## config.mk

```make
export PLATFORM = sky130hd
export DESIGN_NAME = fkie_div
export DESIGN_NICKNAME = d
export VERILOG_FILES = /design/src/hdl/fkie_pkg.sv /design/src/hdl/fkie_div.sv
export SDC_FILE = /design/constraint.sdc
export NUM_CORES = 1
export LEC_CHECK = 0
export BUFFER_PORTS_ARGS = -buffer_cell sky130_fd_sc_hd__buf_2
export CORE_AREA = 2 2 70 72
export CTS_BUF_LIST = sky130_fd_sc_hd__clkbuf_4 sky130_fd_sc_hd__clkbuf_8
export CTS_CLUSTER_DIAMETER = 60
export DETAILED_ROUTE_END_ITERATION = 16
export DIE_AREA = 0 0 72 74
export HOLD_SLACK_MARGIN = 0.06
export PLACE_DENSITY = 0.79
export REMOVE_ABC_BUFFERS = 1
export SLEW_MARGIN = 20
export SYNTH_ARGS = -nofsm -noshare
export SYNTH_HDL_FRONTEND = slang
export SYNTH_SLANG_ARGS = --single-unit
```

## constraint.sdc

```tcl
create_clock -name clk_i -period 4.6 [get_ports clk_i]
set_input_delay 0.92 -clock clk_i [delete_from_list [all_inputs] [get_ports clk_i]]
set_output_delay 0.92 -clock clk_i [all_outputs]
set_load 0.01 [all_outputs]
```

## src/hdl/fkie_pkg.sv

```systemverilog
package fkie_pkg;

  localparam int unsigned NUM_SLOTS_DEF = 1024;
  localparam int unsigned KEY_BYTES_DEF = 4;
  localparam int unsigned ADDR_BITS     = 32;

  localparam int unsigned KEY_IN_W   = 32;
  localparam int unsigned ADDR_W     = 32;
  localparam int unsigned SLOT_W     = 10;
  localparam int unsigned CFG_W      = 25;
  localparam int unsigned CFG_IDX_W  = 3;
  localparam int unsigned DIVR_W     = 17;
  localparam int unsigned MUL_B_W    = 25;
  localparam int unsigned OUT_PAD_W  = 3;
  localparam int unsigned OUT_DATA_W = 2 * SLOT_W + 2 * ADDR_W + 1 + OUT_PAD_W;

  localparam logic [ADDR_W-1:0] ADDR_MASK =
      (ADDR_BITS >= ADDR_W) ? {ADDR_W{1'b1}} : ADDR_W'((64'd1 << ADDR_BITS) - 64'd1);

  localparam logic [12:0] RST_INDEX_SECTORS    = 13'd0;
  localparam logic [12:0] RST_PAGES_PER_SECTOR = 13'd16;
  localparam logic [16:0] RST_PAGE_BYTES       = 17'd256;
  localparam logic [24:0] RST_SECTOR_BYTES     = 25'd4096;
  localparam logic [16:0] RST_SLOTS_PER_PAGE   = 17'd64;
  localparam logic [16:0] RST_RECORDS_PER_PAGE = 17'd6;
  localparam logic [16:0] RST_RECORD_STRIDE    = 17'd40;

  typedef enum logic [1:0] {
    ACT_LOOKUP = 2'd0,
    ACT_STORE  = 2'd1,
    ACT_ERASE  = 2'd2
  } action_e;

  typedef enum logic [1:0] {
    STAT_OK   = 2'd0,
    STAT_MISS = 2'd1,
    STAT_FULL = 2'd2
  } status_e;

  typedef enum logic [CFG_IDX_W-1:0] {
    CFG_INDEX_SECTORS    = 3'd0,
    CFG_PAGES_PER_SECTOR = 3'd1,
    CFG_PAGE_BYTES       = 3'd2,
    CFG_SECTOR_BYTES     = 3'd3,
    CFG_SLOTS_PER_PAGE   = 3'd4,
    CFG_RECORDS_PER_PAGE = 3'd5,
    CFG_RECORD_STRIDE    = 3'd6
  } cfg_idx_e;

  typedef enum logic [3:0] {
    ST_IDLE,
    ST_CNT_A,
    ST_CNT_B,
    ST_CNT_C,
    ST_SCAN,
    ST_WR_DEL,
    ST_WR_KEY,
    ST_DIV_GO,
    ST_DIV_WAIT,
    ST_MUL,
    ST_ACC,
    ST_DONE
  } state_e;

endpackage

```

## src/hdl/fkie_div.sv

```systemverilog
module fkie_div #(
  parameter int unsigned DVD_W = 10
) (
  input  logic                        clk_i,
  input  logic                        rst_ni,
  input  logic                        start_i,
  input  logic [DVD_W-1:0]            dividend_i,
  input  logic [fkie_pkg::DIVR_W-1:0] divisor_i,
  output logic                        done_o,
  output logic [DVD_W-1:0]            quot_o,
  output logic [DVD_W-1:0]            rem_o
);
  import fkie_pkg::*;

  localparam int unsigned CW = $clog2(DVD_W + 1);
  localparam int unsigned RW = (DVD_W + 1 > DIVR_W) ? DVD_W + 1 : DIVR_W;

  logic              busy_q;
  logic              done_q;
  logic [CW-1:0]     cnt_q;
  logic [DVD_W-1:0]  q_q;
  logic [DVD_W-1:0]  r_q;
  logic [DIVR_W-1:0] d_q;

  logic [RW-1:0]    trial;
  logic [RW-1:0]    diff;
  logic             ge;
  logic [DVD_W-1:0] r_step;
  logic [DVD_W:0]   q_shift;

  // One quotient bit per cycle, restoring shift and subtract.
  always_comb begin
    trial   = RW'({r_q, q_q[DVD_W-1]});
    diff    = trial - RW'(d_q);
    ge      = (trial >= RW'(d_q));
    r_step  = ge ? diff[DVD_W-1:0] : trial[DVD_W-1:0];
    q_shift = {q_q, ge};
  end

  always_ff @(posedge clk_i or negedge rst_ni) begin
    if (!rst_ni) begin
      busy_q <= 1'b0;
      done_q <= 1'b0;
      cnt_q  <= '0;
    end else if (start_i) begin
      busy_q <= 1'b1;
      done_q <= 1'b0;
      cnt_q  <= '0;
    end else if (busy_q) begin
      cnt_q <= cnt_q + CW'(1);
      if (cnt_q == CW'(DVD_W - 1)) begin
        busy_q <= 1'b0;
        done_q <= 1'b1;
      end
    end else begin
      done_q <= 1'b0;
    end
  end

  always_ff @(posedge clk_i) begin
    if (start_i) begin
      q_q <= dividend_i;
      r_q <= '0;
      d_q <= divisor_i;
    end else if (busy_q) begin
      q_q <= q_shift[DVD_W-1:0];
      r_q <= r_step;
    end
  end

  assign done_o = done_q;
  assign quot_o = q_q;
  assign rem_o  = r_q;

endmodule

```

==> results.py, run 1 <==
metrics = {
    "clocking": {
        "h-tree-depth": 2,
        "cts.sink_count": 43,
        "cts_tree": "built",
        "clock_latency_ns": 0.30,
        "cts_setup_buffers": 0,
        "clk_pin_slew_ns": 0.08,
        "cts_hold_buf": 0,
        "cts_root_buffer": "clkbuf_8",
        "ctsResizeCount": 0,
        "cts_buffers": 5,
        "clockBufferDepth": 2,
    },
    "placed_design": {
        "io_buffers": 50,
        "dp_hpwl_um": 2860,
        "gp_congestion": 0.730,
    },
    "synth": {
        "synth_area_um2": 2220,
        "synth_warnings": 0,
        "synth_ff_type": "edfxtp_1",
        "ys_types": 46,
        "ys_seq_elements": 43,
        "ys_async_sr_fraction": 0.140,
        "netlist.area_leader.share": 0.364,
        "synthCells": 188,
        "ys_seq_area_frac": 0.522,
        "yosys.area.top_type": "edfxtp_1",
        "avgSynthCellArea_um2": 11.8,
        "synth_edf_count": 27,
        "synth_area_leaders": "edfxtp_1 36%, dfxtp_1 9.0%, ha_1 7.3%",
    },
    "worst_setup_path": {
        "critical_path.max_fanout": 10,
        "critPathLaunchType": "register",
        "path_buf_inv": 1,
        "required_ns": 4.81,
        "arrival_ns": 2.55,
        "cp_slowest_stage_delay_ns": 0.44,
        "path_delay_family": "compound AO/OA/AOI/OAI gates",
        "end_kind": "register",
        "worstPathCellList": "inv_1 > ha_1 > nor2b_1 > o31ai_1 > nand3_1 > o2bb2ai_4 > mux2i_1 > a211oi_1",
        "crit_slowest_cell": "o31ai_1",
        "critPathKind": "reg -> reg",
    },
    "power": {
        "p_per_area_nw_per_um2": 304,
        "peakVddDrop_mv": 0.172,
        "leakagePower_nw": 1.18,
        "report.power.total_uw": 796,
    },
    "drt": {
        "vias": 1541,
        "drt_iter0_markers": 73,
        "vias_per_cell": 5.22,
        "antenna_left": 0,
        "drc_errors": 0,
        "wire_per_inst_um": 12.9,
        "drt-pass1-iter-count": 4,
        "wirelength_um": 3800,
    },
    "hold_path": {
        "hold_class": "in -> async",
    },
    "floorplan": {
        "io-pin-count": 51,
        "initial_core_util": 0.484,
        "fp.dieW_um": 72,
        "core.rowCount": 25,
        "core_um2": 4600,
        "die_height_um": 74,
        "die-area_um2": 5330,
    },
    "sta": {
        "maxSlewViolCount": 0,
        "tightest_slew_ns": 0.909,
        "setup_viol": 0,
        "timing.final.crit_share": 0.508,
        "max_freq_mhz": 428,
        "period_needed_ns": 2.34,
        "rsz0062_at_grt": "false",
        "slew_headroom": 0.394,
        "hold_viol": 0,
        "fin_skew_ns": 0.00480,
        "fin_setup_tns_ns": 0,
    },
    "global_routing": {
        "overflow": 0,
        "grt_pass1_wl_um": 6520,
        "antenna_found_initial": 0,
        "grtUsageTotal": 0.158,
        "grt_max_degree": 31,
        "grt_pass1_vias": 1510,
    },
    "layout": {
        "area_growth_pct": 17.6,
        "final_common_cell": "buf_2",
        "antenna-diode-count": 0,
        "nNetsFinal": 284,
        "mostFrequentLayoutCells": "50 x buf_2, 27 x edfxtp_1, 21 x nor2_1, 18 x inv_1, 13 x ha_1",
        "drive_gt1_frac": 0.320,
    },
    "run": {
        "cap_violations": 0,
    },
    "status": {
        "status": "complete, no violations",
    },
}
==> layout make-up <==
type	count	area [µm²]
fillers	407	1980
inverters	18	67.6
well taps	54	67.6
multi-input cells	121	973
clock inverters	3	20.0
flip-flops and latches	43	1160
clock buffers	5	68.8
repair buffers	51	258
==> path summary, 6_finish.rpt <==
check	start	to	slack (ns)	cells after the start
setup / recovery	d_q[1]$_DFFE_PP_	rem_o[8]$_SDFFE_PP0P_	2.26	8
hold / removal	rst_ni	cnt_q[0]$_DFFE_PN0P_	0.43	1
setup reg to reg	d_q[1]$_DFFE_PP_	rem_o[8]$_SDFFE_PP0P_	2.26	8
hold reg to reg	done_o$_DFFE_PN0P_	done_o$_DFFE_PN0P_	0.51	2
max in group asynchronous	rst_ni	done_o$_DFFE_PN0P_	4.03	1
min in group clk_i	done_o$_DFFE_PN0P_	done_o$_DFFE_PN0P_	0.51	2
==> power breakdown <==
part,switching (mW),internal [mW]
combinational,0.0558,0.0526
sequential,0.0139,0.438
clock,0.130,0.106
==> stage by stage <==
step	worst slack [ns]	instances	util	instance area (µm²)	hold WS (ns)
floorplan	2.56	182	-	2200	0.505
global placement	2.31	287	0.550	2530	0.491
detailed placement	2.27	287	0.550	2530	0.499
CTS	2.24	295	0.569	2620	0.428
global route	2.08	295	0.569	2620	0.424
finish	2.26	295	0.569	2620	0.430
==> state kept, by name, summed over array words and instances (netlist names) <==
name / count
done_o: 1
rem_o: 10
cnt_q: 4
busy_q: 1
quot_o: 10
d_q: 17
==> synth_stat cells, types with 2 or more instances <==
cell and n:
nand2_1 6, inv_1 18, a311oi_1 2, ha_1 13, clkbuf_1 6, nor2_1 21
a21oi_1 6, a21o_1 3, xnor2_1 4, mux2i_1 6, nand3_1 3, dfxtp_1 10
edfxtp_1 27, mux2_2 9, o211a_1 2, dfrtp_1 6, nand2b_1 3, a211oi_1 7
and3_1 3, o21ai_0 4, xor2_1 4
==> per-layer routing <==
layer / vias up / wire [µm] / part of all wire / GRT usage
met5: - / 0 / 0 / 0
li1: 785 / - / - / -
met1: 708 / 1760 / 0.46 / 0.202
met2: 42 / 1750 / 0.46 / 0.256
met3: 6 / 230 / 0.061 / 0.0501
met4: 0 / 57 / 0.015 / 0.0566
==> logic make-up after synthesis <==
logic type	after synthesis	synth area share
and+or+nand+nor	49	0.116
DFF	43	0.522
AOI/OAI and AO/OA	35	0.135
buffers and inverters	24	0.0405
muxes	15	0.0726
adders and majority gates	14	0.0821
xor gates and xnor gates	8	0.0315
(Power assumes the default switching activity.)
==> inputs of run 2 (changes only) <==
- ABC_AREA: unset -> 1
- CORE_AREA: 2 2 70 72 -> 2 2 72 74
- DIE_AREA: 0 0 72 74 -> 0 0 74 76
- PLACE_DENSITY: 0.79 -> 0.78
- clock period: 4.6 -> 2.4 ns (I/O delays scaled with it)
==> run 2 against run 1 <==
Compared with the run above: first-iteration DRC count rose by 36%; combinational power rose by 91%; cell area rose by 7.3%; sequential cell count did not move; count of clock-buffer cells in the layout rose by 1; cell count rose by 36%; utilization rose by 0.26 points; hold slack got worse by 0.072 ns; synthesized area rose by 5.2%; routed wire length rose by 19%; non-clock buffer count rose by 3; critical endpoint is now rem_o[7]$_SDFFE_PP0P_; largest cell class unchanged.
==> results.py, run 2 <==
metrics = {
    "clocking": {
        "cts_root_buffer": "clkbuf_8",
        "cts_buffers": 5,
        "clockBufferDepth": 2,
        "cts.sink_count": 43,
        "ctsResizeCount": 0,
        "clock_latency_ns": 0.29,
        "h-tree-depth": 2,
        "cts_tree": "built",
        "clk_pin_slew_ns": 0.08,
        "cts_setup_buffers": 0,
    },
    "worst_setup_path": {
        "critical_path.max_fanout": 12,
        "crit_slowest_cell": "ha_1",
        "startpoint": "rem_o[6]$_SDFFE_PP0P_",
        "reg2reg_depth": 10,
        "critPathKind": "reg -> reg",
        "path_buf_inv": 1,
        "regToRegEndpoint": "rem_o[7]$_SDFFE_PP0P_",
        "path_delay_family": "simple AND/OR/NAND/NOR gates",
        "worstPathCellList": "ha_1 > nand2_1 > inv_1 > a21oi_1 > nand3_2 > nand2_2 > nand2_2 > nand2_1 > nand3_1 > nand2_1",
        "arrival_ns": 2.28,
        "crit_top_cell": "nand2_1",
        "critPathLaunchType": "register",
        "required_ns": 2.64,
        "cp_slowest_stage_delay_ns": 0.36,
        "timing.rr.start": "rem_o[6]$_SDFFE_PP0P_",
        "reg2reg_setup_slack_ns": 0.35,
        "end_kind": "register",
    },
    "drt": {
        "met3WireLength_um": 266,
        "wire_per_inst_um": 11.2,
        "vias": 1885,
        "vias_per_cell": 4.69,
        "antenna_left": 0,
        "wl_met2_um": 2190,
        "met1_length_um": 1980,
        "drc_errors": 0,
        "drt-pass1-iter-count": 4,
        "drt_iter0_markers": 99,
        "wirelength_um": 4500,
        "highest_layer": "met4",
    },
    "layout": {
        "finalInstanceArea_um2": 2810,
        "fin_util": 0.572,
        "multi_input_area_um2": 986,
        "largest_register_ffs": 17,
        "antenna-diode-count": 0,
        "area_growth_pct": 20.0,
        "seq_area_um2": 1160,
        "final_common_cell": "nand2_1",
        "nNetsFinal": 375,
        "mostFrequentLayoutCells": "102 x nand2_1, 50 x buf_2, 40 x inv_1, 27 x edfxtp_1, 16 x nand3_1",
        "stdcell_count": 402,
        "drive_gt1_frac": 0.226,
        "fillCellCount": 420,
        "regMostFlops": "d_q",
    },
    "synth": {
        "ys_seq_area_frac": 0.496,
        "ys_seq_elements": 43,
        "synth_edf_count": 27,
        "synth_area_um2": 2340,
        "yosys.area.top_type": "edfxtp_1",
        "synth_common_cells": "102 x nand2_1, 40 x inv_1, 27 x edfxtp_1",
        "synth_ff_type": "edfxtp_1",
        "synth_most_common_cell": "nand2_1",
        "synth_area_leaders": "edfxtp_1 35%, nand2_1 16%, dfxtp_1 8.6%",
        "ys_async_sr_fraction": 0.140,
        "netlist.area_leader.share": 0.347,
        "ys_types": 28,
        "avgSynthCellArea_um2": 8.48,
        "synthCells": 276,
        "synth_warnings": 0,
    },
    "global_routing": {
        "grt_max_degree": 19,
        "grt_pass1_vias": 1778,
        "antenna_found_initial": 0,
        "overflow": 0,
        "grtUsageTotal": 0.168,
        "grt_pass1_wl_um": 7420,
    },
    "power": {
        "report.power.total_mw": 1.73,
        "leakagePower_nw": 1.50,
        "p_seq_frac": 0.495,
        "power.share.switching": 0.221,
        "p_switching_uw": 383,
        "p_comb_frac": 0.119,
        "p_int_mw": 1.35,
        "peakVddDrop_mv": 0.367,
        "p_per_area_nw_per_um2": 617,
        "power_frac_clock": 0.386,
    },
    "placed_design": {
        "dp.cells": 393,
        "dp_hpwl_um": 3360,
        "io_buffers": 50,
        "gp_congestion": 0.876,
        "placedInstanceArea_um2": 2660,
    },
    "floorplan": {
        "initial_core_util": 0.476,
        "fp.dieW_um": 74,
        "die_height_um": 76,
        "core_um2": 4910,
        "io-pin-count": 51,
        "core.rowCount": 26,
        "die-area_um2": 5620,
    },
    "hold_path": {
        "whs_path_depth": 1,
        "hold_end": "d_q[5]$_DFFE_PP_",
        "hold_start": "divisor_i[5]",
        "hold_class": "in -> reg",
    },
    "sta": {
        "tightest_slew_ns": 0.755,
        "hold_viol": 0,
        "fin_skew_ns": 0.00621,
        "rsz0062_at_grt": "false",
        "slew_headroom": 0.495,
        "max_freq_mhz": 488,
        "maxSlewViolCount": 0,
        "period_needed_ns": 2.05,
        "timing.final.crit_share": 0.854,
        "fin_setup_tns_ns": 0,
        "setup_viol": 0,
    },
    "run": {
        "cap_violations": 0,
    },
    "status": {
        "status": "complete, no violations",
    },
}
[run 2: cell count changes after synthesis, sizes merged, moves of 4 or more]
cell    before  now
nand3        3   26
nand2        7  104
inv         18   41
nand3b       1    5
nor2        21   15
a211oi       7    0
mux2i        6    0
mux2         9    0
[run 2: cell type report]
type | instances | area share
Clock buffer | 6 | 0.0272
Clock inverter | 2 | 0.0214
Inverter | 41 | 0.0548
Multi-Input combinational cell | 186 | 0.351
Sequential cell | 43 | 0.414
Tap cell | 70 | 0.0312
Timing Repair Buffer | 54 | 0.101
[run 2: per-layer routing]
metal | global-route usage | up-vias
li1 | - | 990
met5 | 0 | -
met2 | 0.275 | 46
met1 | 0.205 | 843
met4 | 0.0655 | 0
met3 | 0.0516 | 6
[run 2: what timing repair did]
item,4_1_cts,5_1_grt
hold buffers,1,0
setup endpoints to repair,0,0
hold endpoints to repair,6,0
[run 2: stage by stage]
stage	hold slack, ns	setup slack [ns]
after floorplan	0.184	0.253
after global placement	0.307	0.426
after detailed placement	0.309	0.377
after CTS	0.346	0.352
after global routing	0.339	0.124
final	0.358	0.351
[run 2: kinds of logic after synthesis]
family,Yosys count,synth area share
simple gates,154,0.296
buf+inv,47,0.0823
flops,43,0.496
compound gates,15,0.0358
fa+ha+maj,14,0.0781
xor+xnor,3,0.0112
[run 2: how the worst max path moves through the flow]
stage / endpoint / slack (ns) / cells past startpoint
floorplan: rem_o[0]$_SDFFE_PP0P_ / 0.25 / 10
global placement: rem_o[9]$_SDFFE_PP0P_ / 0.43 / 10
detailed placement: rem_o[0]$_SDFFE_PP0P_ / 0.38 / 11
CTS: rem_o[0]$_SDFFE_PP0P_ / 0.35 / 10
global route: rem_o[7]$_SDFFE_PP0P_ / 0.12 / 13
finish: rem_o[7]$_SDFFE_PP0P_ / 0.35 / 10
[run 2: power groups by stage]
stage	sequential, mW	combinational, mW	clock, mW
floorplan	0.879	0.118	0
global placement	0.872	0.202	0
detailed placement	0.873	0.205	0
CTS	0.858	0.208	0.681
global route	0.863	0.237	0.713
finish	0.858	0.206	0.668
==> inputs of run 3 (changes only) <==
- CELL_PAD_IN_SITES_DETAIL_PLACEMENT: unset -> 0
- CELL_PAD_IN_SITES_GLOBAL_PLACEMENT: unset -> 2
- CORE_AREA: 2 2 72 74 -> 2 2 88 90
- DIE_AREA: 0 0 74 76 -> 0 0 90 92
- PLACE_DENSITY: 0.78 -> 0.86
==> run 3 against run 2 <==
Compared with the run above: clock skew is 0.0039 ns higher; combinational power hardly changed; setup slack better by 0.043 ns; global-route usage is 3.4 points lower; routed wire length is 14% higher; critical path type unchanged; critical endpoint is now rem_o[4]$_SDFFE_PP0P_; largest cell class unchanged.
==> results.py, run 3 (synthesized netlist as in run 2, its figures left out) <==
metrics = {
    "floorplan": {
        "die_height_um": 92,
        "die-area_um2": 8280,
        "core_um2": 7450,
        "fp.dieW_um": 90,
        "io-pin-count": 51,
        "initial_core_util": 0.314,
        "core.rowCount": 32,
    },
    "layout": {
        "fillCellCount": 812,
        "stdcell_count": 436,
        "largest_register_ffs": 17,
        "final_common_cell": "nand2_1",
        "fin_util": 0.381,
        "antenna-diode-count": 0,
        "regMostFlops": "d_q",
        "area_growth_pct": 21.4,
        "drive_gt1_frac": 0.231,
        "mostFrequentLayoutCells": "102 x nand2_1, 50 x buf_2, 40 x inv_1, 27 x edfxtp_1, 16 x nand3_1",
        "nNetsFinal": 377,
    },
    "placed_design": {
        "io_buffers": 50,
        "gp_congestion": 0.797,
        "dp_hpwl_um": 3900,
        "dp_worst_setup_slack_ns": 0.385,
        "dp.cells": 427,
    },
    "clocking": {
        "cts_setup_buffers": 0,
        "clockBufferDepth": 2,
        "cts_tree": "built",
        "cts_hold_buf": 1,
        "ctsResizeCount": 0,
        "cts.sink_count": 43,
        "h-tree-depth": 2,
        "cts_buffers": 5,
        "clk_pin_slew_ns": 0.09,
        "clock_latency_ns": 0.30,
        "cts_root_buffer": "clkbuf_8",
    },
    "power": {
        "peakVddDrop_mv": 0.256,
        "p_per_area_nw_per_um2": 580,
        "report.power.total_mw": 1.65,
        "leakagePower_nw": 1.50,
    },
    "sta": {
        "tightest_slew_ns": 0.881,
        "period_needed_ns": 2.01,
        "setup_ws_ns": 0.393,
        "max_freq_mhz": 498,
        "setup_viol": 0,
        "rsz0062_at_grt": "false",
        "maxSlewViolCount": 0,
        "fin_setup_tns_ns": 0,
        "fin_skew_ns": 0.0101,
        "hold_viol": 0,
        "slew_headroom": 0.411,
        "timing.final.crit_share": 0.836,
    },
    "global_routing": {
        "grtUsageTotal": 0.134,
        "antenna_found_initial": 0,
        "grt_max_degree": 18,
        "overflow": 0,
        "grt_pass1_wl_um": 8860,
        "grt_pass1_vias": 1935,
    },
    "worst_setup_path": {
        "critPathLaunchType": "register",
        "regToRegEndpoint": "rem_o[4]$_SDFFE_PP0P_",
        "critical_path.max_fanout": 10,
        "required_ns": 2.64,
        "end_kind": "register",
        "reg2reg_setup_slack_ns": 0.39,
        "timing.rr.start": "rem_o[3]$_SDFFE_PP0P_",
        "reg2reg_depth": 12,
        "critPathKind": "reg -> reg",
        "arrival_ns": 2.25,
    },
    "drt": {
        "vias_per_cell": 4.30,
        "drt-pass1-iter-count": 6,
        "antenna_left": 0,
        "drc_errors": 0,
        "wire_per_inst_um": 11.8,
        "vias": 1873,
        "wirelength_um": 5120,
        "drt_iter0_markers": 48,
    },
    "hold_path": {
        "hold_start": "divisor_i[0]",
        "hold_class": "in -> reg",
        "whs_path_depth": 1,
        "hold_end": "d_q[0]$_DFFE_PP_",
    },
    "status": {
        "status": "complete, no violations",
    },
    "run": {
        "cap_violations": 0,
    },
}
-- run 3: cell count changes in the layout (fill, tap and decap cells not counted), sizes merged --
cell,previous run,this run
bufinv,2,1
buf,53,55
clkinvlp,0,1
-- run 3: worst max-delay path by stage --
stage / from / to / slack [ns] / cells past startpoint
2_1_floorplan: rem_o[3]$_SDFFE_PP0P_ / rem_o[0]$_SDFFE_PP0P_ / 0.25 / 10
3_3_place_gp: rem_o[3]$_SDFFE_PP0P_ / rem_o[4]$_SDFFE_PP0P_ / 0.39 / 12
3_5_place_dp: d_q[8]$_DFFE_PP_ / rem_o[4]$_SDFFE_PP0P_ / 0.39 / 11
4_1_cts: rem_o[3]$_SDFFE_PP0P_ / rem_o[4]$_SDFFE_PP0P_ / 0.36 / 12
5_1_grt: rem_o[1]$_SDFFE_PP0P_ / rem_o[4]$_SDFFE_PP0P_ / 0.14 / 12
6_report: rem_o[3]$_SDFFE_PP0P_ / rem_o[4]$_SDFFE_PP0P_ / 0.39 / 12
-- run 3: routing by layer --
metal,vias to the layer above,part of all wire,GRT usage,routed length [µm]
met1,836,0.46,0.158,2350
li1,990,-,-,-
met4,0,0.013,0.0423,69
met2,41,0.47,0.237,2420
met5,-,0,0,0
met3,6,0.054,0.0378,278
-- run 3: layout make-up --
cell class,instances,area [µm²],area share
Clock buffer,6,76.3,0.0269
Clock inverter,2,37.5,0.0132
Inverter,41,154,0.0542
Multi-Input combinational cell,186,986,0.347
Sequential cell,43,1160,0.409
Tap cell,102,128,0.0449
Timing Repair Buffer,56,298,0.105
-- run 3: report_power, final --
| part | switching [mW] | internal [mW] | total [mW] |
|---|---|---|---|
| Sequential | 0.0214 | 0.836 | 0.857 |
| Clock | 0.262 | 0.322 | 0.584 |
| Combinational | 0.119 | 0.0861 | 0.205 |
| Total | 0.403 | 1.24 | 1.65 |
-- run 3: through the flow --
stage,hold WS (ns),cell area (µm²)
3_5_place_dp,0.312,2720
6_report,0.345,2840
5_1_grt,0.332,2840
3_3_place_gp,0.311,2720
2_1_floorplan,0.184,2300
4_1_cts,0.340,2840
-- run 3: worst max-delay path, stage by stage (launching register included) --
cell	delay, ns
dfxtp_1	0.34
ha_1	0.37
nand2_1	0.15
inv_1	0.06
nand2_1	0.06
nand2_1	0.05
nand2_1	0.10
nand3_2	0.09
nand2_2	0.23
nand2_2	0.22
nand2_1	0.11
nand3_1	0.07
nand2_1	0.09
